**src/hdl/lsck_pkg.sv**
```systemverilog
// lsck_pkg: shared types, constants and hash-mix functions for the layer stack cache key block
// no dependencies; used by every module under hdl
`timescale 1ns / 1ps

package lsck_pkg;

    localparam int MAX_LAYERS_DEF = 64;

    localparam logic [63:0] MIX_CONST   = 64'h9e3779b97f4a7c15;
    localparam logic [63:0] LOWER_SEED  = 64'd1469598103934665603;
    localparam logic [63:0] PREFIX_SEED = 64'd1099511628211;
    localparam logic [63:0] SUFFIX_SEED = 64'd7809847782465536322;
    localparam logic [7:0]  FULL_OPACITY = 8'd100;

    localparam int IN_TDATA_W  = 112;
    localparam int OUT_TDATA_W = 224;
    localparam int CFG_INDEX_W = 2;
    localparam int CFG_DATA_W  = 32;

    typedef enum logic [CFG_INDEX_W-1:0] {
        CFG_PIX_WIDTH      = 2'd0,
        CFG_PIX_HEIGHT     = 2'd1,
        CFG_RASTER_SAMPLES = 2'd2
    } cfg_index_t;

    typedef enum logic [1:0] {
        ST_OK         = 2'd0,
        ST_TOO_FEW    = 2'd1,
        ST_TOP_OPAQUE = 2'd2
    } status_t;

    // one classified layer as it waits between front and back
    typedef struct packed {
        logic        effective;
        logic        opaque;
        logic [6:0]  opacity;
        logic [31:0] layer_ident;
        logic [63:0] revision;
        logic        last;
    } item_t;

    // raster dimensions as seen by the back end
    typedef struct packed {
        logic [15:0] pix_width;
        logic [15:0] pix_height;
        logic [31:0] raster_samples;
    } dims_t;

    function automatic logic [63:0] mix(input logic [63:0] k, input logic [63:0] v);
        mix = k ^ (v + MIX_CONST + (k << 6) + (k >> 2));
    endfunction

    function automatic logic [63:0] seeded(input logic [63:0] seed, input dims_t d);
        logic [63:0] k;
        k = mix(seed, {48'd0, d.pix_width});
        k = mix(k, {48'd0, d.pix_height});
        seeded = mix(k, {32'd0, d.raster_samples});
    endfunction

    function automatic logic [63:0] mix_layer(input logic [63:0] k, input logic [31:0] id,
                                              input logic [63:0] rev, input logic [6:0] op);
        logic [63:0] t;
        t = mix(k, {32'd0, id});
        t = mix(t, rev);
        mix_layer = mix(t, {57'd0, op});
    endfunction

endpackage

```
**src/hdl/lsck_front.sv**
```systemverilog
// lsck_front: unpacks an input word, clamps opacity and classifies the layer
// depends on lsck_pkg; feeds lsck_queue
`timescale 1ns / 1ps

module lsck_front (
    input  logic                           s_tvalid,
    output logic                           s_tready,
    input  logic [lsck_pkg::IN_TDATA_W-1:0] s_tdata,
    input  logic                           s_tlast,
    input  logic                           q_full,
    output logic                           q_wr_en,
    output lsck_pkg::item_t                q_wr_item
);

    logic       visible;
    logic       has_opacity;
    logic [7:0] opacity_in;
    logic       raster_ok;
    logic       revision_ok;
    logic [7:0] opacity;

    assign visible     = s_tdata[0];
    assign has_opacity = s_tdata[1];
    assign opacity_in  = s_tdata[9:2];
    assign raster_ok   = s_tdata[10];
    assign revision_ok = s_tdata[11];

    always_comb begin
        if (!has_opacity) begin
            opacity = lsck_pkg::FULL_OPACITY;
        end else if (opacity_in > lsck_pkg::FULL_OPACITY) begin
            opacity = lsck_pkg::FULL_OPACITY;
        end else begin
            opacity = opacity_in;
        end
    end

    always_comb begin
        q_wr_item.effective   = visible && raster_ok && (opacity != 8'd0);
        q_wr_item.opaque      = (opacity == lsck_pkg::FULL_OPACITY);
        q_wr_item.opacity     = opacity[6:0];
        q_wr_item.layer_ident = s_tdata[43:12];
        q_wr_item.revision    = revision_ok ? s_tdata[107:44] : 64'd0;
        q_wr_item.last        = s_tlast;
    end

    assign s_tready = !q_full;
    assign q_wr_en  = s_tvalid && !q_full;

endmodule

```
**config.mk**
```make
export PLATFORM = sky130hd
export DESIGN_NAME = lsck_front
export DESIGN_NICKNAME = d
export VERILOG_FILES = /design/src/hdl/lsck_pkg.sv /design/src/hdl/lsck_front.sv
export SDC_FILE = /design/constraint.sdc
export NUM_CORES = 1
export LEC_CHECK = 0
export BUFFER_PORTS_ARGS = -buffer_cell sky130_fd_sc_hd__buf_2
export CELL_PAD_IN_SITES_DETAIL_PLACEMENT = 1
export CELL_PAD_IN_SITES_GLOBAL_PLACEMENT = 2
export CORE_MARGIN = 8
export CORE_UTILIZATION = 10
export DETAILED_ROUTE_END_ITERATION = 12
export MAX_ROUTING_LAYER = met4
export PLACE_DENSITY_LB_ADDON = 0.1
export RECOVER_POWER = 50
export SLEW_MARGIN = 10
export SYNTH_ARGS = -nofsm -noshare
export SYNTH_HDL_FRONTEND = slang
export SYNTH_SLANG_ARGS = --single-unit
export TNS_END_PERCENT = 20
```
**constraint.sdc**
```tcl
create_clock -name vclk -period 0.84
set_clock_uncertainty 0.05 [all_clocks]
set_input_delay 0.252 -clock vclk [all_inputs]
set_output_delay 0.252 -clock vclk [all_outputs]
set_load 0.02 [all_outputs]
```
==> results.toml <==
[outcome]
outcome = "complete, but fails checks"
violations = "negative setup slack"

[critical_path]
path_max_fanout = 5
crit_family = "simple AND/OR/NAND/NOR gates"
slowest_delay_ns = 0.28
crit_arrival_ns = 0.94
critical_path_class = "input port to primary output"
end_kind = "primary output"
critPathMostFrequentCell = "buf_6"
slowest_stage = "nor3_4"
startpoint_type = "input port"
crit_chain = "buf_6, nor3_4, o211a_1, buf_6"
crit_buf_inv = 2
cp.required_ns = 0.54

[sta]
setup_ws_ns = -0.4048
grt_setup_unrepaired = "yes"
finalCriticalPeriod_ns = 1.245
hold_violations = 0
fin_worst_hold_slack_ns = 0.4540
tightest_slew_ns = 0.2686
report.final.slew_viol_count = 0
relSlewSlack = 0.8203
finalCritPeriodShare = 1.482
finalSetupViolCount = 74
max_freq_mhz = 803.3

[floorplanning]
start_util = 0.1033
die_w_um = 108.4
fp-row-count = 33
die-area_um2 = 11750
core_um2 = 8258
dieHeight_um = 108.4
floorplan.io_pins = 223

[synth]
synth_cell_type_count = 17
synth_seq_area_share = 0
synth.yosys.warnings = 0
synth_fp_nets = 237
syn-cell-area_um2 = 853.3
avgSynthCellArea_um2 = 6.994
synth_cells = 122

[power_and_ir_drop]
vdd_drop_max_uv = 109.6
power_density_nw_per_um2 = 568.2
power_leakage_nw = 1.091

[drt]
vias_per_cell = 3.528
drt_wl_total_um = 5674
vias = 1217
first_iter_violations = 24
wl_per_cell_um = 16.45
first_pass_iters = 2
drc = 0
antenna_left = 0

[global_route]
grt_overflow = 0
grt_use_total = 0.08531
antenna_found_initial = 0
grt_max_degree = 33
grt_pass1_wl_um = 7638
grt_pass1_vias = 1312

[layout]
drive_above_1_share = 0.7917
stdcell_area_um2 = 2036
antenna_cells = 0
design.seq.count = 0
seq_area_um2 = 0
num-clock-buffers = 0
areaGrowthSynthToFinish_pct = 138.6
nets = 357

[clock_network]
cts-hold-fix-buffers = 0

[place]
pre_cts_slack_ns = -0.4521
dpl.hpwl_um = 4898
placed_cell_area_um2 = 1508
place_congestion = 0.6987
portBuffers = 153

[worst_hold_path]
hold_path_class = "input port to primary output"

[job]
cap_violations = 0
synthesized netlist by cell type (all sizes together):
| master | count | share of area |
|---|---|---|
| a31oi | 1 | 0.0073 |
| and2 | 64 | 0.47 |
| and3 | 2 | 0.016 |
| buf | 40 | 0.38 |
| inv | 3 | 0.013 |
| nand2 | 2 | 0.0088 |
| nand2b | 1 | 0.0073 |
| nor2b | 2 | 0.023 |
| nor3 | 2 | 0.025 |
| nor3b | 1 | 0.0088 |
| o211a | 2 | 0.023 |
| o211ai | 1 | 0.0088 |
| o21ai | 1 | 0.0059 |
final cells by class:
| class | instances | area (um2) |
|---|---|---|
| tap | 105 | 131.4 |
| timing repair buffer | 158 | 1289 |
| fill | 999 | 6222 |
| inverter | 3 | 11.26 |
| multi-input combinational | 79 | 604.3 |
final timing paths:
path	depth (start not counted)	end	start	slack, ns
worst max-delay path	4	q_wr_item[98]	s_tdata[5]	-0.40
worst min-delay path	0	q_wr_item[83]	s_tdata[30]	0.45
layer usage:
| layer | vias up | share of wire | GRT usage |
|---|---|---|---|
| met2 | 76 | 0.61 | 0.1888 |
| met5 | - | 0 | - |
| met3 | 10 | 0.12 | 0.02082 |
| met1 | 554 | 0.25 | 0.06579 |
| li1 | 577 | - | - |
| met4 | 0 | 0.016 | 0.01466 |
stage by stage:
stage	total power [W]	util	cells	setup TNS (ns)
2_1_floorplan	0.0007005	-	122	-10.76
3_3_place_gp	0.0008698	0.1826	343	-24.65
3_5_place_dp	0.0008668	0.1826	343	-24.43
4_1_cts	0.001084	0.2280	346	-21.01
5_1_grt	0.001233	0.2465	345	-21.05
6_report	0.001157	0.2465	345	-19.25
what timing repair did:
| action | in CTS | in global routing |
|---|---|---|
| endpoints found under the setup margin | 75 | 75 |
| cloned | 2 | 0 |
| endpoints found under the hold margin | 0 | 0 |
| pin swaps | 7 | 4 |
| buffers inserted | 1 | 0 |
| resized for setup | 96 | 59 |
power breakdown:
group | internal [W] | switching, W
logic | 0.000637 | 0.000520
clock network | 0 | 0
registers | 0 | 0
cells in the final DEF (no fill, tap or decap):
cell type | netlist | final
buf_2 | 0 | 83
buf_6 | 7 | 62
and2_1 | 64 | 40
and2_4 | 0 | 24
buf_4 | 33 | 7
buf_12 | 0 | 4
o211a_1 | 2 | 2
inv_1 | 3 | 2
nand2_2 | 0 | 1
nor2b_4 | 1 | 1
and3_4 | 0 | 1
and3_1 | 1 | 1
nor3_4 | 1 | 1
nor3b_4 | 0 | 1
nand2b_1 | 1 | 1
o211ai_1 | 1 | 1
inv_2 | 0 | 1
nor2b_1 | 1 | 1
nor3_2 | 0 | 1
nand2_1 | 2 | 1
a31oi_2 | 0 | 1
o21ai_1 | 0 | 1
buf_16 | 0 | 1
buf_8 | 0 | 1
cells by family (layout without fill, tap and decap cells):
kind of cell / count (synthesis) / after routing / share of synthesized area
AO/OA/AOI/OAI: 5 / 5 / 0.04546
buffers and inverters: 43 / 161 / 0.3959
AND/OR/NAND/NOR: 74 / 74 / 0.5587
Note: power is estimated with default switching activity, not from simulation.
