## src/hdl/lsck_pkg.sv

```systemverilog
// lsck_pkg: shared types, constants and hash-mix functions for the layer stack cache key block
// no dependencies; used by every module under hdl
`timescale 1ns / 1ps

package lsck_pkg;

    localparam int MAX_LAYERS_DEF = 64;

    localparam logic [63:0] MIX_CONST   = 64'h9e3779b97f4a7c15;
    localparam logic [63:0] LOWER_SEED  = 64'd1469598103934665603;
    localparam logic [63:0] PREFIX_SEED = 64'd1099511628211;
    localparam logic [63:0] SUFFIX_SEED = 64'd7809847782465536322;
    localparam logic [7:0]  FULL_OPACITY = 8'd100;

    localparam int IN_TDATA_W  = 112;
    localparam int OUT_TDATA_W = 224;
    localparam int CFG_INDEX_W = 2;
    localparam int CFG_DATA_W  = 32;

    typedef enum logic [CFG_INDEX_W-1:0] {
        CFG_PIX_WIDTH      = 2'd0,
        CFG_PIX_HEIGHT     = 2'd1,
        CFG_RASTER_SAMPLES = 2'd2
    } cfg_index_t;

    typedef enum logic [1:0] {
        ST_OK         = 2'd0,
        ST_TOO_FEW    = 2'd1,
        ST_TOP_OPAQUE = 2'd2
    } status_t;

    // one classified layer as it waits between front and back
    typedef struct packed {
        logic        effective;
        logic        opaque;
        logic [6:0]  opacity;
        logic [31:0] layer_ident;
        logic [63:0] revision;
        logic        last;
    } item_t;

    // raster dimensions as seen by the back end
    typedef struct packed {
        logic [15:0] pix_width;
        logic [15:0] pix_height;
        logic [31:0] raster_samples;
    } dims_t;

    function automatic logic [63:0] mix(input logic [63:0] k, input logic [63:0] v);
        mix = k ^ (v + MIX_CONST + (k << 6) + (k >> 2));
    endfunction

    function automatic logic [63:0] seeded(input logic [63:0] seed, input dims_t d);
        logic [63:0] k;
        k = mix(seed, {48'd0, d.pix_width});
        k = mix(k, {48'd0, d.pix_height});
        seeded = mix(k, {32'd0, d.raster_samples});
    endfunction

    function automatic logic [63:0] mix_layer(input logic [63:0] k, input logic [31:0] id,
                                              input logic [63:0] rev, input logic [6:0] op);
        logic [63:0] t;
        t = mix(k, {32'd0, id});
        t = mix(t, rev);
        mix_layer = mix(t, {57'd0, op});
    endfunction

endpackage

```

## src/hdl/lsck_back.sv

```systemverilog
// lsck_back: runs the three hash chains per layer and builds the plan word
// depends on lsck_pkg; drains lsck_queue and drives the result channel
`timescale 1ns / 1ps

module lsck_back #(
    parameter int MAX_LAYERS = lsck_pkg::MAX_LAYERS_DEF
) (
    input  logic                             aclk,
    input  logic                             aresetn,
    input  lsck_pkg::dims_t                  dims,
    input  logic                             q_valid,
    input  lsck_pkg::item_t                  q_item,
    output logic                             q_rd_en,
    output logic                             m_tvalid,
    input  logic                             m_tready,
    output logic [lsck_pkg::OUT_TDATA_W-1:0] m_tdata
);

    localparam int CNT_W = $clog2(MAX_LAYERS + 1);

    // seeds are registered from the raster registers and follow them in the next cycle
    logic [63:0] seed_lower_reg, seed_prefix_reg, seed_suffix_reg;

    logic              doc_open_reg, doc_open_next;
    logic [63:0]       lower_running_reg, lower_running_next;
    logic [63:0]       lower_snapshot_reg, lower_snapshot_next;
    logic [63:0]       prefix_running_reg, prefix_running_next;
    logic [63:0]       prefix_before_top_reg, prefix_before_top_next;
    logic [63:0]       suffix_running_reg, suffix_running_next;
    logic [CNT_W-1:0]  count_reg, count_next;
    logic [CNT_W-1:0]  boundary_reg, boundary_next;
    logic              top_opaque_reg, top_opaque_next;

    logic [63:0]      cur_lower, cur_snapshot, cur_prefix, cur_before_top, cur_suffix;
    logic [CNT_W-1:0] cur_count, cur_boundary, run;
    logic             cur_top_opaque;
    logic             take;
    logic [63:0]      lower_mixed, prefix_mixed, suffix_mixed;

    logic [CNT_W+6:0] count_ext, boundary_ext, run_ext;
    logic                            out_load;
    logic                            out_valid_reg, out_valid_next;
    logic [lsck_pkg::OUT_TDATA_W-1:0] out_data_reg, out_data_next;

    lsck_pkg::status_t status;
    logic              wide;
    logic [63:0]       prefix_key, suffix_key, lower_key;
    logic [6:0]        run_start_f, run_length_f;
    logic              has_partial;

    always_ff @(posedge aclk) begin
        seed_lower_reg  <= lsck_pkg::seeded(lsck_pkg::LOWER_SEED, dims);
        seed_prefix_reg <= lsck_pkg::seeded(lsck_pkg::PREFIX_SEED, dims);
        seed_suffix_reg <= lsck_pkg::seeded(lsck_pkg::SUFFIX_SEED, dims);
    end

    // a closed document reads as freshly seeded state
    always_comb begin
        cur_lower      = doc_open_reg ? lower_running_reg : seed_lower_reg;
        cur_snapshot   = doc_open_reg ? lower_snapshot_reg : seed_lower_reg;
        cur_prefix     = doc_open_reg ? prefix_running_reg : seed_prefix_reg;
        cur_before_top = doc_open_reg ? prefix_before_top_reg : seed_prefix_reg;
        cur_suffix     = doc_open_reg ? suffix_running_reg : seed_suffix_reg;
        cur_count      = doc_open_reg ? count_reg : '0;
        cur_boundary   = doc_open_reg ? boundary_reg : '0;
        cur_top_opaque = doc_open_reg ? top_opaque_reg : 1'b0;
    end

    always_comb begin
        lower_mixed  = lsck_pkg::mix_layer(cur_lower, q_item.layer_ident, q_item.revision,
                                           q_item.opacity);
        prefix_mixed = lsck_pkg::mix_layer(cur_prefix, q_item.layer_ident, q_item.revision,
                                           q_item.opacity);
        suffix_mixed = lsck_pkg::mix_layer(cur_suffix, q_item.layer_ident, q_item.revision,
                                           q_item.opacity);
        take = q_item.effective && (cur_count < CNT_W'(MAX_LAYERS));
    end

    always_comb begin
        lower_running_next     = cur_lower;
        lower_snapshot_next    = cur_snapshot;
        prefix_running_next    = cur_prefix;
        prefix_before_top_next = cur_before_top;
        suffix_running_next    = cur_suffix;
        count_next             = cur_count;
        boundary_next          = cur_boundary;
        top_opaque_next        = cur_top_opaque;
        if (take) begin
            prefix_before_top_next = cur_prefix;
            prefix_running_next    = prefix_mixed;
            lower_running_next     = lower_mixed;
            count_next             = cur_count + CNT_W'(1);
            if (q_item.opaque) begin
                lower_snapshot_next = lower_mixed;
                suffix_running_next = seed_suffix_reg;
                boundary_next       = cur_count + CNT_W'(1);
                top_opaque_next     = 1'b1;
            end else begin
                suffix_running_next = suffix_mixed;
                top_opaque_next     = 1'b0;
            end
        end
        doc_open_next = !q_item.last;
    end

    // a last layer waits until the output register can take its word
    assign q_rd_en  = q_valid && (!q_item.last || !out_valid_reg || m_tready);
    assign out_load = q_rd_en && q_item.last;

    always_comb begin
        run          = count_next - boundary_next;
        count_ext    = {7'd0, count_next};
        boundary_ext = {7'd0, boundary_next};
        run_ext      = {7'd0, run};
        wide         = (run >= CNT_W'(2));
        if (count_next < CNT_W'(2)) begin
            status = lsck_pkg::ST_TOO_FEW;
        end else if (top_opaque_next) begin
            status = lsck_pkg::ST_TOP_OPAQUE;
        end else begin
            status = lsck_pkg::ST_OK;
        end
        run_start_f  = 7'd0;
        run_length_f = 7'd0;
        has_partial  = 1'b0;
        lower_key    = 64'd0;
        prefix_key   = 64'd0;
        suffix_key   = 64'd0;
        if (status == lsck_pkg::ST_OK) begin
            run_start_f  = boundary_ext[6:0];
            run_length_f = run_ext[6:0];
            has_partial  = (run != '0);
            lower_key    = lower_snapshot_next;
            if (wide) begin
                prefix_key = lsck_pkg::mix(prefix_before_top_next, lower_snapshot_next);
                suffix_key = suffix_running_next;
            end
        end else begin
            wide = 1'b0;
        end
        out_data_next = {6'd0, suffix_key, wide, prefix_key, wide, lower_key, has_partial,
                         run_length_f, run_start_f, count_ext[6:0], status};
    end

    always_comb begin
        if (out_load) begin
            out_valid_next = 1'b1;
        end else if (m_tready) begin
            out_valid_next = 1'b0;
        end else begin
            out_valid_next = out_valid_reg;
        end
    end

    always_ff @(posedge aclk) begin
        if (!aresetn) begin
            doc_open_reg   <= 1'b0;
            out_valid_reg  <= 1'b0;
            count_reg      <= '0;
            boundary_reg   <= '0;
            top_opaque_reg <= 1'b0;
        end else begin
            out_valid_reg <= out_valid_next;
            if (q_rd_en) begin
                doc_open_reg   <= doc_open_next;
                count_reg      <= count_next;
                boundary_reg   <= boundary_next;
                top_opaque_reg <= top_opaque_next;
            end
        end
    end

    always_ff @(posedge aclk) begin
        if (q_rd_en) begin
            lower_running_reg     <= lower_running_next;
            lower_snapshot_reg    <= lower_snapshot_next;
            prefix_running_reg    <= prefix_running_next;
            prefix_before_top_reg <= prefix_before_top_next;
            suffix_running_reg    <= suffix_running_next;
        end
        if (out_load) begin
            out_data_reg <= out_data_next;
        end
    end

    assign m_tvalid = out_valid_reg;
    assign m_tdata  = out_data_reg;

endmodule

```

## config.mk

```make
export PLATFORM = sky130hd
export DESIGN_NAME = lsck_back
export DESIGN_NICKNAME = d
export VERILOG_FILES = /design/src/hdl/lsck_pkg.sv /design/src/hdl/lsck_back.sv
export SDC_FILE = /design/constraint.sdc
export NUM_CORES = 2
export LEC_CHECK = 0
export BUFFER_PORTS_ARGS = -buffer_cell sky130_fd_sc_hd__buf_2
export CAP_MARGIN = 15
export CORE_MARGIN = 5
export CORE_UTILIZATION = 30
export CTS_CLUSTER_SIZE = 25
export DETAILED_ROUTE_END_ITERATION = 8
export PLACE_DENSITY = 0.43
export SLEW_MARGIN = 10
export SYNTH_ARGS = -nofsm -noshare
export SYNTH_HDL_FRONTEND = slang
export SYNTH_SLANG_ARGS = --single-unit
```

## constraint.sdc

```tcl
create_clock -name aclk -period 24.4 [get_ports aclk]
set_clock_uncertainty 0.2 [all_clocks]
set_input_delay 1.22 -clock aclk [delete_from_list [all_inputs] [get_ports aclk]]
set_output_delay 1.22 -clock aclk [all_outputs]
set_load 0.005 [all_outputs]
```

==> results.md <==
* Status: completed
* RSZ-0062 raised after global routing: no
* FMAX at between 50 and 60 MHz
* Max incr delay on CP at 0.69 ns
* Top cells by area in the synthesized netlist: edfxtp_1, ha_1, xnor2_1
* Met2 Use GR at 38.2%
* CTS HTree Levels at 3
* DP HPWL at roughly 330 mm
* Fin. Hold Viols at 0
* Root buffer cell: clkbuf_16
* Overall Global Routing Usage at 22.5%
* PostCTS Resize Cnt at 0
* Hold buffers post-CTS at 0
* TritonCTS buffer count at 98
* Die Wd at 574 um
* Area Growth Syn to Fin at 11.5%
* Library cells used by synthesis at 116
* Initial Utilization at 30.1%
* Core area at 317,000 um^2
* Iteration-0 DRC Markers at 5,696
* Worst Max-Slew Pin Slew at 1.38 ns
* Num rows at 207
* Final setup viols at 0
* Port Buf Inserts at 393
* Vias at 81,500
* Kind of critical path: in -> reg
* Synth Register Bits at between 600 and 700
* Ys flop type: edfxtp_1
* Final period utilization at 71.4%
* Fillers at 33,400
* Clk pin slew, worst setup/hold paths at 0.05 ns
* Initial antenna violation count at 43
* Mean post-synth cell area at roughly 8.5 um^2
* Seq/Total Area, Yosys at 19.5%
* Largest net degree at the start of global routing at 111
* DRC violations left at 0
* # nets final at 13,400
* Async SR Flop Fraction at 0%
* Most common cell after layout, fill and taps aside: inv_1
* Final ANT Viol Nets at 0
* Layout cells sized above 1 at 7.37%
* Hold WC Path Type: reg -> reg
* Setup_tns at 0 ns
* Worst-skew pair later-pin latency at 0.88 ns
* Area leader, netlist: edfxtp_1
* Ys Warns at 0
* Top Usage Layer GRT: met2
* DRT Wirelength at 385 mm
* DR WL/cell at 24.2 um
* CP Max Fanout at 8
* Commonest cells after routing, fill and taps aside: inv_1, ha_1, xnor2_1
* Gate Count Post-Synth at 11,300
* Final Critical Period at 17.41 ns
* Synthesized cell area at 95,400 um^2
* CTS Sinks at 662
* Routability cong. at 0.924
* Worst Path Arrival at around 18 ns
* DIE AREA at 329,000 um^2
* Longest Clk Path Bufs at 4
* Top delay family on crit path: compound AO/OA/AOI/OAI gates
* Congestion Overflow GR at 0
* Max Slew Vio Count at 0
* GR Util met1 at 29.4%
* Slowest-stage cell, CP: a2111oi_0
* Postcts setup bufs at 0
* WP buf/inv at 7
* Crit start category: primary input
* First-pass detailed-route iteration total at 6
* Final Util at 33.5%
* First-pass GRT wire length at 555 mm
* Nature of the critical path endpoint: flip-flop
* Number of flip-flops in the largest register at 217
* CTS tree: yes
* Die height at 574 um
* Rel. slew slack at approximately 7.3%
* Min Hold Slack at about 0.30 ns
* Max-cap violation count at 0
* Met3 Track Usage GR at 2.48%
* Vias per cell at 5.12
* Total I/O pin count at 400
* Vias in the first global route at 81,000
* Critical Path RT at 24.73 ns
* Synth top area share at 16.9%
* Post-synth EDFFs at 537
## worst register-to-register path: cells and delay by family, from the launching register on
| family | cells | cell delay, ns |
|---|---|---|
| flip-flops | 1 | 0.63 |
| adder cells (fa/ha/maj) | 9 | 3.60 |
| AND/OR/NAND/NOR | 12 | 2.69 |
| XOR/XNOR | 7 | 1.98 |
| AO/OA/AOI/OAI | 20 | 6.54 |
| buffers and inverters | 5 | 0.90 |
## final cells by class
type | instances | area, um^2 | area share, %
Timing Repair Buffer | 559 | 3250 | 3.06
Sequential cell | 662 | 18600 | 17.5
Multi-Input combinational cell | 8741 | 70000 | 65.8
Clock buffer | 127 | 2670 | 2.51
Clock inverter | 51 | 648 | 0.609
Inverter | 1571 | 5900 | 5.55
Antenna cell | 28 | 70.1 | 0.0659
Tap cell | 4180 | 5230 | 4.92
## per-layer routing
metal  share of wire, %  vias up
li1                   -    39300
met1                 44    39600
met2                 47     2134
met3                4.6      481
met4                4.7        8
met5              0.013        -
## final timing paths
path	start	end	slack [ns]	cells past startpoint
worst max-delay path	q_item[65]	m_tdata[152]$_SDFFCE_PN0P_	6.99	69
worst min-delay path	boundary_reg[1]$_SDFFE_PN0P_	boundary_reg[1]$_SDFFE_PN0P_	0.30	1
worst min register to register	boundary_reg[1]$_SDFFE_PN0P_	boundary_reg[1]$_SDFFE_PN0P_	0.30	1
worst max register to register	doc_open_reg$_SDFFE_PN0P_	m_tdata[152]$_SDFFCE_PN0P_	7.54	53
## kinds of logic (layout without fill, tap and decap cells)
logic type               after synthesis  after routing  synth area share [%]
adder cells (fa/ha/maj)             1642           1642                  24.8
XOR/XNOR                            1673           1673                  15.9
AO/OA/AOI/OAI                       2794           2794                  18.7
buffers and inverters               1862           2308                  7.39
AND/OR/NAND/NOR                     2526           2526                  12.7
flip-flops                           662            662                  19.5
multiplexers                          91             91                 0.984
other                                  2             43               0.00787
## Yosys cell counts (55+ instances only)
library cell	count
a211oi_1	73
a21boi_0	55
a21o_1	531
a21oi_1	948
a31oi_1	87
and2_1	88
and3_1	102
clkbuf_1	242
dfxtp_1	125
edfxtp_1	537
fa_1	414
ha_1	1228
inv_1	1568
mux2i_1	69
nand2_1	719
nand2b_1	145
nand3_1	203
nand4_1	115
nor2_1	677
nor2b_1	198
nor3_1	98
o21a_1	122
o21ai_0	456
o21bai_1	109
xnor2_1	1216
xor2_1	416
## metrics by stage
step,instances,setup slack (ns),cell area [um^2]
2_1_floorplan,11300,9.39,95400
3_3_place_gp,15700,6.59,103000
3_5_place_dp,15700,6.35,103000
4_1_cts,15900,7.17,106000
5_1_grt,15900,5.80,106000
6_report,15900,6.99,106000
Power is not shown: default switching activity piles up to over one toggle a cycle in this logic, so the estimate is an artifact.
