$ cat src/hdl/lsck_pkg.sv
// lsck_pkg: shared types, constants and hash-mix functions for the layer stack cache key block
// no dependencies; used by every module under hdl
`timescale 1ns / 1ps

package lsck_pkg;

    localparam int MAX_LAYERS_DEF = 64;

    localparam logic [63:0] MIX_CONST   = 64'h9e3779b97f4a7c15;
    localparam logic [63:0] LOWER_SEED  = 64'd1469598103934665603;
    localparam logic [63:0] PREFIX_SEED = 64'd1099511628211;
    localparam logic [63:0] SUFFIX_SEED = 64'd7809847782465536322;
    localparam logic [7:0]  FULL_OPACITY = 8'd100;

    localparam int IN_TDATA_W  = 112;
    localparam int OUT_TDATA_W = 224;
    localparam int CFG_INDEX_W = 2;
    localparam int CFG_DATA_W  = 32;

    typedef enum logic [CFG_INDEX_W-1:0] {
        CFG_PIX_WIDTH      = 2'd0,
        CFG_PIX_HEIGHT     = 2'd1,
        CFG_RASTER_SAMPLES = 2'd2
    } cfg_index_t;

    typedef enum logic [1:0] {
        ST_OK         = 2'd0,
        ST_TOO_FEW    = 2'd1,
        ST_TOP_OPAQUE = 2'd2
    } status_t;

    // one classified layer as it waits between front and back
    typedef struct packed {
        logic        effective;
        logic        opaque;
        logic [6:0]  opacity;
        logic [31:0] layer_ident;
        logic [63:0] revision;
        logic        last;
    } item_t;

    // raster dimensions as seen by the back end
    typedef struct packed {
        logic [15:0] pix_width;
        logic [15:0] pix_height;
        logic [31:0] raster_samples;
    } dims_t;

    function automatic logic [63:0] mix(input logic [63:0] k, input logic [63:0] v);
        mix = k ^ (v + MIX_CONST + (k << 6) + (k >> 2));
    endfunction

    function automatic logic [63:0] seeded(input logic [63:0] seed, input dims_t d);
        logic [63:0] k;
        k = mix(seed, {48'd0, d.pix_width});
        k = mix(k, {48'd0, d.pix_height});
        seeded = mix(k, {32'd0, d.raster_samples});
    endfunction

    function automatic logic [63:0] mix_layer(input logic [63:0] k, input logic [31:0] id,
                                              input logic [63:0] rev, input logic [6:0] op);
        logic [63:0] t;
        t = mix(k, {32'd0, id});
        t = mix(t, rev);
        mix_layer = mix(t, {57'd0, op});
    endfunction

endpackage

$ cat src/hdl/lsck_queue.sv
// lsck_queue: two-entry queue of classified layers between front and back
// depends on lsck_pkg
`timescale 1ns / 1ps

module lsck_queue (
    input  logic            aclk,
    input  logic            aresetn,
    input  logic            wr_en,
    input  lsck_pkg::item_t wr_item,
    output logic            full,
    input  logic            rd_en,
    output logic            rd_valid,
    output lsck_pkg::item_t rd_item
);

    lsck_pkg::item_t entry_reg [2];
    logic       wr_ptr_reg, wr_ptr_next;
    logic       rd_ptr_reg, rd_ptr_next;
    logic [1:0] count_reg, count_next;

    always_comb begin
        wr_ptr_next = wr_en ? ~wr_ptr_reg : wr_ptr_reg;
        rd_ptr_next = rd_en ? ~rd_ptr_reg : rd_ptr_reg;
        count_next  = count_reg + {1'b0, wr_en} - {1'b0, rd_en};
    end

    always_ff @(posedge aclk) begin
        if (!aresetn) begin
            wr_ptr_reg <= 1'b0;
            rd_ptr_reg <= 1'b0;
            count_reg  <= 2'd0;
        end else begin
            wr_ptr_reg <= wr_ptr_next;
            rd_ptr_reg <= rd_ptr_next;
            count_reg  <= count_next;
        end
    end

    always_ff @(posedge aclk) begin
        if (wr_en) begin
            entry_reg[wr_ptr_reg] <= wr_item;
        end
    end

    assign full     = (count_reg == 2'd2);
    assign rd_valid = (count_reg != 2'd0);
    assign rd_item  = entry_reg[rd_ptr_reg];

endmodule

$ cat config.mk
export PLATFORM = sky130hd
export DESIGN_NAME = lsck_queue
export DESIGN_NICKNAME = d
export VERILOG_FILES = /design/src/hdl/lsck_pkg.sv /design/src/hdl/lsck_queue.sv
export SDC_FILE = /design/constraint.sdc
export NUM_CORES = 1
export LEC_CHECK = 0
export BUFFER_PORTS_ARGS = -buffer_cell sky130_fd_sc_hd__buf_2
export CORE_AREA = 2 2 155 157
export DETAILED_ROUTE_END_ITERATION = 10
export DIE_AREA = 0 0 157 159
export HOLD_SLACK_MARGIN = 0.08
export SYNTH_ARGS = -nofsm -noshare
export SYNTH_HDL_FRONTEND = slang
export SYNTH_SLANG_ARGS = --single-unit
export TNS_END_PERCENT = 10
$ cat constraint.sdc
create_clock -name aclk -period 15.88 [get_ports aclk]
set_input_delay 1.588 -clock aclk [delete_from_list [all_inputs] [get_ports aclk]]
set_output_delay 1.588 -clock aclk [all_outputs]
set_load 0.03 [all_outputs]
==> results by group, run 1 <==
Drt
  • Routed wl met2: 7361 um
  • Initial DRT Pass Iterations: 4
  • Routed wire per std cell: 16.42 um
  • DR iter-0 viols: 149
  • Via density per instance: 4.392
  • WL met1: 6148 um
  • Vias post-DR: 4,054
  • Routed length on met3: 1334 um
  • Top Metal Used: met5
  • Antenna Nets Post-Route: 0
  • Routed wire length: 15,160 um
  • DRC Markers: 0

Placed design
  • IO Port Bufs: 217
  • DP HPWL: 9752 um
  • Final Wtd Congestion: 0.7297
  • Placed instance area: 9467 sq um
  • DP Worst Slack: 11.92 ns
  • Inst Count DP: 879

Synth
  • Top cells by area, synth: edfxtp_1, mux2_2, mux2_4, dfxtp_1, buf_6
  • Synth area leader: edfxtp_1
  • Mean post-synth cell area: 22.89 sq um
  • Synth unique cells: 14
  • Syn_nets: 463
  • Synth warnings: 0
  • Synth top area share: 0.7923
  • Seq/Total Area, Yosys: 0.8047
  • Synthesized instance count: 351
  • Count of state elements after synthesis: 217
  • Cell Area, Synth: 8035 sq um

Hold path
  • Hold WC Path Type: reg2reg
  • HP Start: rd_ptr_reg

Critical path
  • Cell Chain, Critical Path: buf_4 -> mux2_2 -> buf_2
  • WP buf/inv: 2
  • Critical path required time: 14.29 ns
  • CP delay by family, top: flip-flops
  • CP max stage delay: 0.93 ns
  • CP Class: reg2out
  • CP arrival: 2.83 ns
  • Worst r2r src: wr_ptr_reg
  • Slowest stage cell on the critical path: dfxtp_4
  • Max Fanout on Critical Path: 57
  • Startpoint Class: flop
  • Critical Path End Type: output pin

Clock network
  • Clock buffer count from CTS: 24
  • CTS tree: yes
  • CTS clk-pin slew, worst paths: 0.06 ns
  • Post-CTS Setup Bufs: 0
  • CTS Root Cell: clkbuf_16
  • Clk buf depth: 3
  • Post_cts resized: 0
  • Clk_lat worst skew: 0.50 ns
  • Post-cts hold buffer count: 0
  • Clk sinks: 217
  • H-Tree Depth: 1

Power and ir drop
  • Max VDD drop: 0.00007676 V
  • Pwr Density: 134.8 nW/um^2
  • Lkg Pwr: 3.895 nW

GRT
  • GRT overflow: 0
  • Largest net degree at the start of global routing: 60
  • Gr usage total: 0.1165
  • First-pass GRT wire length: 22,990 um
  • Initial antenna violation count: 2
  • Vias in the first global route: 4,404

Floorplanning
  • Chip height: 159 um
  • Die Footprint: 24,960 sq um
  • Initial Utilization: 0.3465
  • # IOs: 218
  • Rows: 56
  • Die width: 157 um
  • Core area: 23,190 sq um

Run status
  • Status: complete, no violations

Layout
  • Final Util: 0.4411
  • Layout cells sized above 1: 0.6020
  • Largest register FFs: 212
  • Fin cells: 923
  • Nets: 698
  • Commonest non-fill, non-tap cell in the layout: buf_2
  • Design Area, Final: 10,230 sq um
  • Area delta synth->final: 27.33%
  • Most frequent cells in the layout: buf_2, edfxtp_1, mux2_2, mux2_4, clkbuf_16

Job
  • Number of max-cap violations: 0

STA
  • Setup Skew: 0.008293 ns
  • Fmax: 226.5 MHz
  • Finish-stage setup viols: 0
  • Worst slew pin tran: 0.8903 ns
  • Final Cycle Share: 0.2780
  • Post-layout minimum cycle time: 4.414 ns
  • Pins Over Slew Limit: 0
  • TNS Setup: 0 ns
  • Final WS setup: 11.47 ns
  • Max-slew headroom: 0.4065
  • Final Hold Violating Endpoints: 0
  • RSZ-0062 raised after global routing: false
==> worst reg2reg max path: cells and delay by family, from the launching register on <==
kind	cells	cell delay, ns
buffers and inverters	1	0.81
flip-flops	1	0.39
AND/OR/NAND/NOR	1	0.63
==> layer usage <==
| layer | GRT usage | vias up |
|---|---|---|
| li1 | - | 1861 |
| met1 | 0.1401 | 2007 |
| met2 | 0.1974 | 155 |
| met3 | 0.04001 | 29 |
| met4 | 0.03503 | 2 |
| met5 | 0 | - |
==> path summary, 6_finish.rpt <==
check / to / slack [ns] / depth (start not counted)
worst max-delay path: rd_item[2] / 11.47 / 3
worst min-delay path: flop / 0.57 / 2
worst max register to register: entry_reg[1][48] / 13.63 / 2
worst min register to register: flop / 0.57 / 2
==> power breakdown <==
group,switching [mW],total [mW],leakage [nW],internal (mW)
clock network,0.206,0.527,0.367,0.321
registers,0.0136,0.676,2.03,0.663
logic,0.107,0.175,1.50,0.0686
total,0.326,1.38,3.89,1.05
==> cell usage after synthesis (all sizes together) <==
cell    count
edfxtp    212
mux2      106
buf        12
dfxtp       5
and2        4
nor2b       4
ha          2
inv         2
o21a        1
or2         1
xnor3       1
xor2        1
==> metrics by stage <==
stage | hold slack (ns) | power [mW]
finish | 0.5694 | 1.379
global route | 0.5916 | 1.435
CTS | 0.5709 | 1.400
detailed placement | 0.5668 | 0.8671
global placement | 0.5589 | 0.8627
floorplan | 0.5546 | 0.8142
==> logic make-up after synthesis <==
group / after synthesis / synth area share
and+or+nand+nor: 9 / 0.007007
xor gates and xnor gates: 2 / 0.003893
DFF: 217 / 0.8047
AOI/OAI and AO/OA: 1 / 0.0009346
muxes: 106 / 0.1672
buffers and inverters: 14 / 0.01308
adders and majority gates: 2 / 0.003114
==> cell type report <==
| type | instances | area, sq um |
|---|---|---|
| diodes | 1 | 2.502 |
| multi-input cells | 120 | 1474 |
| well taps | 319 | 399.1 |
| clock buffers | 33 | 655.6 |
| flip-flops and latches | 217 | 6470 |
| inverters | 2 | 7.507 |
| fillers | 2073 | 12960 |
| repair buffers | 221 | 1116 |
| clock inverters | 10 | 106.4 |
Power figures use the tool's default switching activity.
==> run 2, diff against run 1 <==
clock period = 4.45 ns   (was 15.88 ns; I/O delays follow)
==> run 2 against run 1 <==
  * Routed wire length rose by 0.13%
  * Hold slack worse by 0.44 ns
  * First-iteration DRC count fell by 23%
  * Power grew to 3.6 times the previous value
  * Sequential power grew to 3.6 times the previous value
  * Sequential share of layout area down 0.14 points
  * Worst setup slack worse by 10 ns
  * Critical path type unchanged
==> results by group, run 2 (synthesis results as in run 1) <==
GRT
  • Largest net degree at the start of global routing: 68
  • Gr usage total: 0.1176
  • First-pass GRT wire length: 23,040 um
  • Initial antenna violation count: 3
  • Vias in the first global route: 4,290
  • GRT overflow: 0

STA
  • Final Cycle Share: 0.6658
  • RSZ-0062 raised after global routing: false
  • Worst slew pin tran: 0.9218 ns
  • Setup Skew: 0.006880 ns
  • TNS Setup: 0 ns
  • Finish-stage setup viols: 0
  • Final Hold Violating Endpoints: 0
  • Max-slew headroom: 0.3855
  • Post-layout minimum cycle time: 2.963 ns
  • Pins Over Slew Limit: 0
  • Fmax: 337.5 MHz

Clock network
  • Clk sinks: 217
  • CTS clk-pin slew, worst paths: 0.06 ns
  • Clk_lat worst skew: 0.50 ns
  • CTS Root Cell: clkbuf_16
  • Clk buf depth: 3
  • Post-cts hold buffer count: 0
  • Clock buffer count from CTS: 23
  • CTS tree: yes
  • Post_cts resized: 0
  • H-Tree Depth: 1
  • Post-CTS Setup Bufs: 0

Layout
  • Largest register FFs: 212
  • Layout cells sized above 1: 0.6109
  • Fin cells: 924
  • Final Util: 0.4421
  • Most frequent cells in the layout: buf_2, edfxtp_1, mux2_2, mux2_4, clkbuf_16
  • Nets: 699
  • Area delta synth->final: 27.61%
  • Commonest non-fill, non-tap cell in the layout: buf_2

Critical path
  • R2r endpoint: entry_reg[1][31]
  • Critical path required time: 4.01 ns
  • Worst R2R Path Depth: 2
  • Slowest stage cell on the critical path: dfxtp_4
  • CP Class: reg2out
  • Reg2reg setup slack: 2.57 ns
  • Worst r2r src: wr_ptr_reg
  • Cell Chain, Critical Path: buf_4 -> mux2_2 -> buf_2
  • Critical Path Sink: rd_item[31]
  • Startpoint Class: flop
  • CP arrival: 2.52 ns
  • CP max stage delay: 0.91 ns
  • Max Fanout on Critical Path: 60
  • Critical Path End Type: output pin

Placed design
  • DP HPWL: 10,020 um
  • Final Wtd Congestion: 0.7041
  • IO Port Bufs: 217
  • Inst Count DP: 881

Drt
  • Antenna Nets Post-Route: 0
  • Routed wire length: 15,180 um
  • DR iter-0 viols: 114
  • Via density per instance: 4.321
  • DRC Markers: 0
  • Initial DRT Pass Iterations: 4
  • Vias post-DR: 3,993
  • Routed wire per std cell: 16.42 um

Power and ir drop
  • Pwr Density: 484.7 nW/um^2
  • Max VDD drop: 0.0003620 V
  • Lkg Pwr: 3.919 nW
  • Final Power: 4.970 mW

Floorplanning
  • Chip height: 159 um
  • Die width: 157 um
  • Die Footprint: 24,960 sq um
  • Rows: 56
  • Initial Utilization: 0.3465
  • # IOs: 218
  • Core area: 23,190 sq um

Job
  • Number of max-cap violations: 0

Hold path
  • Hold WC Path Type: in2reg

Run status
  • Status: complete, no violations
==> run 2: how the worst min path moves through the flow <==
stage / startpoint / depth (start not counted) / endpoint / slack [ns]
final: wr_item[29] / 1 / entry_reg[0][29] / 0.13
after global routing: wr_item[25] / 1 / entry_reg[0][25] / 0.1
after CTS: wr_item[29] / 1 / entry_reg[0][29] / 0.10
after detailed placement: rd_ptr_reg / 2 / flop / 0.59
after global placement: rd_ptr_reg / 2 / flop / 0.56
after floorplan: wr_item[0] / 0 / entry_reg[0][0] / 0.54
==> run 2: cell type report <==
type                            count  area [sq um]
Sequential cell                   217          6470
Multi-Input combinational cell    120          1474
Timing Repair Buffer              223          1131
Clock inverter                     17         186.4
Antenna cell                        1         2.502
Clock buffer                       25         583.1
Fill cell                        2023         12940
Tap cell                          319         399.1
Inverter                            2         7.507
==> run 2: metal layers <==
| metal | global-route usage | up-vias | part of all wire |
|---|---|---|---|
| met3 | 0.04382 | 37 | 0.091 |
| met1 | 0.1375 | 1931 | 0.40 |
| met2 | 0.1994 | 154 | 0.48 |
| li1 | - | 1867 | - |
| met4 | 0.03878 | 4 | 0.026 |
| met5 | 0 | - | 0.0018 |
==> run 2: metrics by stage <==
| step | area, sq um | hold slack, ns | setup WS (ns) |
|---|---|---|---|
| after global placement | 9482 | 0.5632 | 1.954 |
| after floorplan | 8038 | 0.5439 | 0.7833 |
| final | 10250 | 0.1273 | 1.487 |
| after CTS | 10250 | 0.1012 | 1.356 |
| after detailed placement | 9482 | 0.5874 | 1.911 |
| after global routing | 10250 | 0.09845 | 1.282 |
==> run 2: power by group <==
| part | switching (mW) | internal (mW) | leakage [nW] |
|---|---|---|---|
| clock | 0.753 | 1.18 | 0.381 |
| sequential | 0.0479 | 2.36 | 2.03 |
| combinational | 0.382 | 0.246 | 1.51 |
| total | 1.18 | 3.79 | 3.92 |
==> run 2: worst max-delay path, delay by kind of cell, from the launching register on <==
family,cells,cell delay [ns]
flip-flops,1,0.91
multiplexers,1,0.40
buffers and inverters,2,0.70
==> run 3, diff against run 2 <==
clock period = 2.9 ns   (was 4.45 ns; I/O delays follow)
==> run 3 against run 2 <==
  * Hold slack better by 0.031 ns
  * Combinational power is 77% higher
  * Die area stayed put
  * Critical path depth stayed put
  * Cell count is 11% higher
  * Clock skew is 0.0047 ns higher
  * Largest cell class unchanged
  * Routed wire length is 7.0% higher
  * Largest power group unchanged
==> results by group, run 3 (synthesis results as in run 1) <==
Job
  • Number of max-cap violations: 0

Power and ir drop
  • Pwr Density: 655.0 nW/um^2
  • Final Power: 7.374 mW
  • NetSw: 1.825 mW
  • Lkg Pwr: 4.326 nW
  • Flop pwr share: 0.500
  • Switch share: 0.2474
  • Clock share of power: 0.349
  • Logic pwr share: 0.151
  • Cell Int Power: 5.549 mW
  • Max VDD drop: 0.0005828 V

STA
  • RSZ-0062 raised after global routing: false
  • Post-layout minimum cycle time: 2.337 ns
  • Final Hold Violating Endpoints: 0
  • Final WS setup: 0.5634 ns
  • TNS Setup: 0 ns
  • Fmax: 428.0 MHz
  • Max-slew headroom: 0.6331
  • Pins Over Slew Limit: 0
  • Final Cycle Share: 0.8057
  • Worst slew pin tran: 0.5503 ns
  • Finish-stage setup viols: 0
  • Setup Skew: 0.01156 ns

Placed design
  • IO Port Bufs: 217
  • DP Worst Slack: 1.043 ns
  • DP HPWL: 9926 um
  • Inst Count DP: 881
  • Final Wtd Congestion: 0.6878

Clock network
  • H-Tree Depth: 1
  • CTS clk-pin slew, worst paths: 0.06 ns
  • Clk sinks: 217
  • CTS tree: yes
  • Clock buffer count from CTS: 23
  • CTS Root Cell: clkbuf_16
  • Post_cts resized: 0
  • Clk buf depth: 3
  • Clk_lat worst skew: 0.50 ns
  • Post-CTS Setup Bufs: 0

Critical path
  • Startpoint Class: flop
  • Critical Path End Type: output pin
  • R2r endpoint: entry_reg[1][89]
  • Worst r2r src: wr_ptr_reg
  • Worst R2R Path Depth: 2
  • Slowest stage cell on the critical path: dfxtp_4
  • Cell Chain, Critical Path: buf_12 -> mux2_2 -> buf_2
  • Critical path required time: 2.61 ns
  • CP delay by family, top: flip-flops
  • CP max stage delay: 0.62 ns
  • Max Fanout on Critical Path: 42
  • Reg2reg setup slack: 1.16 ns
  • WP buf/inv: 2
  • CP Class: reg2out
  • CP arrival: 2.05 ns

Drt
  • Routed length on met3: 1167 um
  • Initial DRT Pass Iterations: 4
  • DRC Markers: 0
  • Routed wl met2: 8183 um
  • Routed wire per std cell: 15.77 um
  • Via density per instance: 4.293
  • Routed wire length: 16,230 um
  • Vias post-DR: 4,418
  • Top Metal Used: met4
  • Antenna Nets Post-Route: 0
  • WL met1: 6499 um
  • DR iter-0 viols: 195

Layout
  • Area delta synth->final: 40.11%
  • Layout cells sized above 1: 0.5127
  • Fillcell total: 1,936
  • Most frequent cells in the layout: buf_2, edfxtp_1, dlygate4sd3_1, mux2_2, mux2_4
  • Fin cells: 1,029
  • Commonest non-fill, non-tap cell in the layout: buf_2
  • Ant diodes: 0
  • Largest register FFs: 212
  • Nets: 806

Floorplanning
  • Chip height: 159 um
  • Core area: 23,190 sq um
  • Die Footprint: 24,960 sq um
  • Die width: 157 um
  • # IOs: 218
  • Initial Utilization: 0.3465
  • Rows: 56

GRT
  • GRT overflow: 0
  • Largest net degree at the start of global routing: 74
  • Vias in the first global route: 4,854
  • First-pass GRT wire length: 24,580 um
  • Gr usage total: 0.1251
  • Initial antenna violation count: 0

Hold path
  • Hold-critical path depth: 3
  • Hold endpoint: rd_ptr_reg
  • Hold WC Path Type: in2reg
  • HP Start: rd_en

Run status
  • Status: complete, no violations
==> run 3: changes by cell type in the layout (fill, tap and decap cells not counted), sizes merged <==
| cell | previous run | this run |
|---|---|---|
| bufinv | 4 | 0 |
| clkinv | 11 | 15 |
| dlygate4sd3 | 0 | 107 |
| inv | 3 | 2 |
| diode | 1 | 0 |
==> run 3: worst min-delay path, stage by stage <==
cell and delay [ns]:
buf_2 0.11, xor2_1 0.07, and2_1 0.15
==> run 3: cell type report <==
| type | instances | area (sq um) | share of cell area |
|---|---|---|---|
| inverter | 2 | 7.507 | 0.0006668 |
| sequential | 217 | 6470 | 0.5747 |
| timing repair buffer | 330 | 2252 | 0.2000 |
| clock buffer | 25 | 583.1 | 0.05179 |
| clock inverter | 16 | 72.57 | 0.006446 |
| tap | 319 | 399.1 | 0.03545 |
| multi-input combinational | 120 | 1474 | 0.1309 |
==> run 3: through the flow <==
| step | hold slack, ns | util | area (sq um) |
|---|---|---|---|
| global placement | 0.4768 | 0.4110 | 9532 |
| CTS | 0.1348 | 0.4854 | 11260 |
| detailed placement | 0.4807 | 0.4110 | 9532 |
| floorplan | 0.3889 | - | 8043 |
| global route | 0.1654 | 0.4854 | 11260 |
| finish | 0.1585 | 0.4854 | 11260 |
==> run 3: layer usage <==
layer	vias to the layer above	track usage
met5	-	0
met4	0	0.03837
met2	150	0.2227
met3	28	0.03756
met1	2159	0.1439
li1	2081	-
==> run 3: how the worst max path moves through the flow <==
stage / cells past startpoint / startpoint / slack [ns] / endpoint
final: 3 / flop / 0.56 / rd_item[39]
after global routing: 3 / flop / 0.44 / rd_item[50]
after CTS: 3 / flop / 0.50 / rd_item[22]
after detailed placement: 3 / flop / 1.04 / rd_item[50]
after global placement: 3 / flop / 1.04 / rd_item[22]
after floorplan: 1 / wr_ptr_reg / -0.40 / entry_reg[1][0]
==> run 3: timing repair <==
| action | in CTS | in global routing |
|---|---|---|
| hold endpoints to repair | 216 | 0 |
| hold buffers | 107 | 0 |
| endpoints found under the setup margin | 0 | 0 |
==> run 3: power by group through the flow <==
| stage | Combinational (mW) | Clock, mW | Sequential (mW) |
|---|---|---|---|
| after global routing | 1.18 | 2.78 | 3.70 |
| after floorplan | 0.719 | 0 | 3.73 |
| after global placement | 0.994 | 0 | 3.74 |
| after detailed placement | 1.01 | 0 | 3.75 |
| after CTS | 1.13 | 2.67 | 3.69 |
| final | 1.11 | 2.58 | 3.69 |
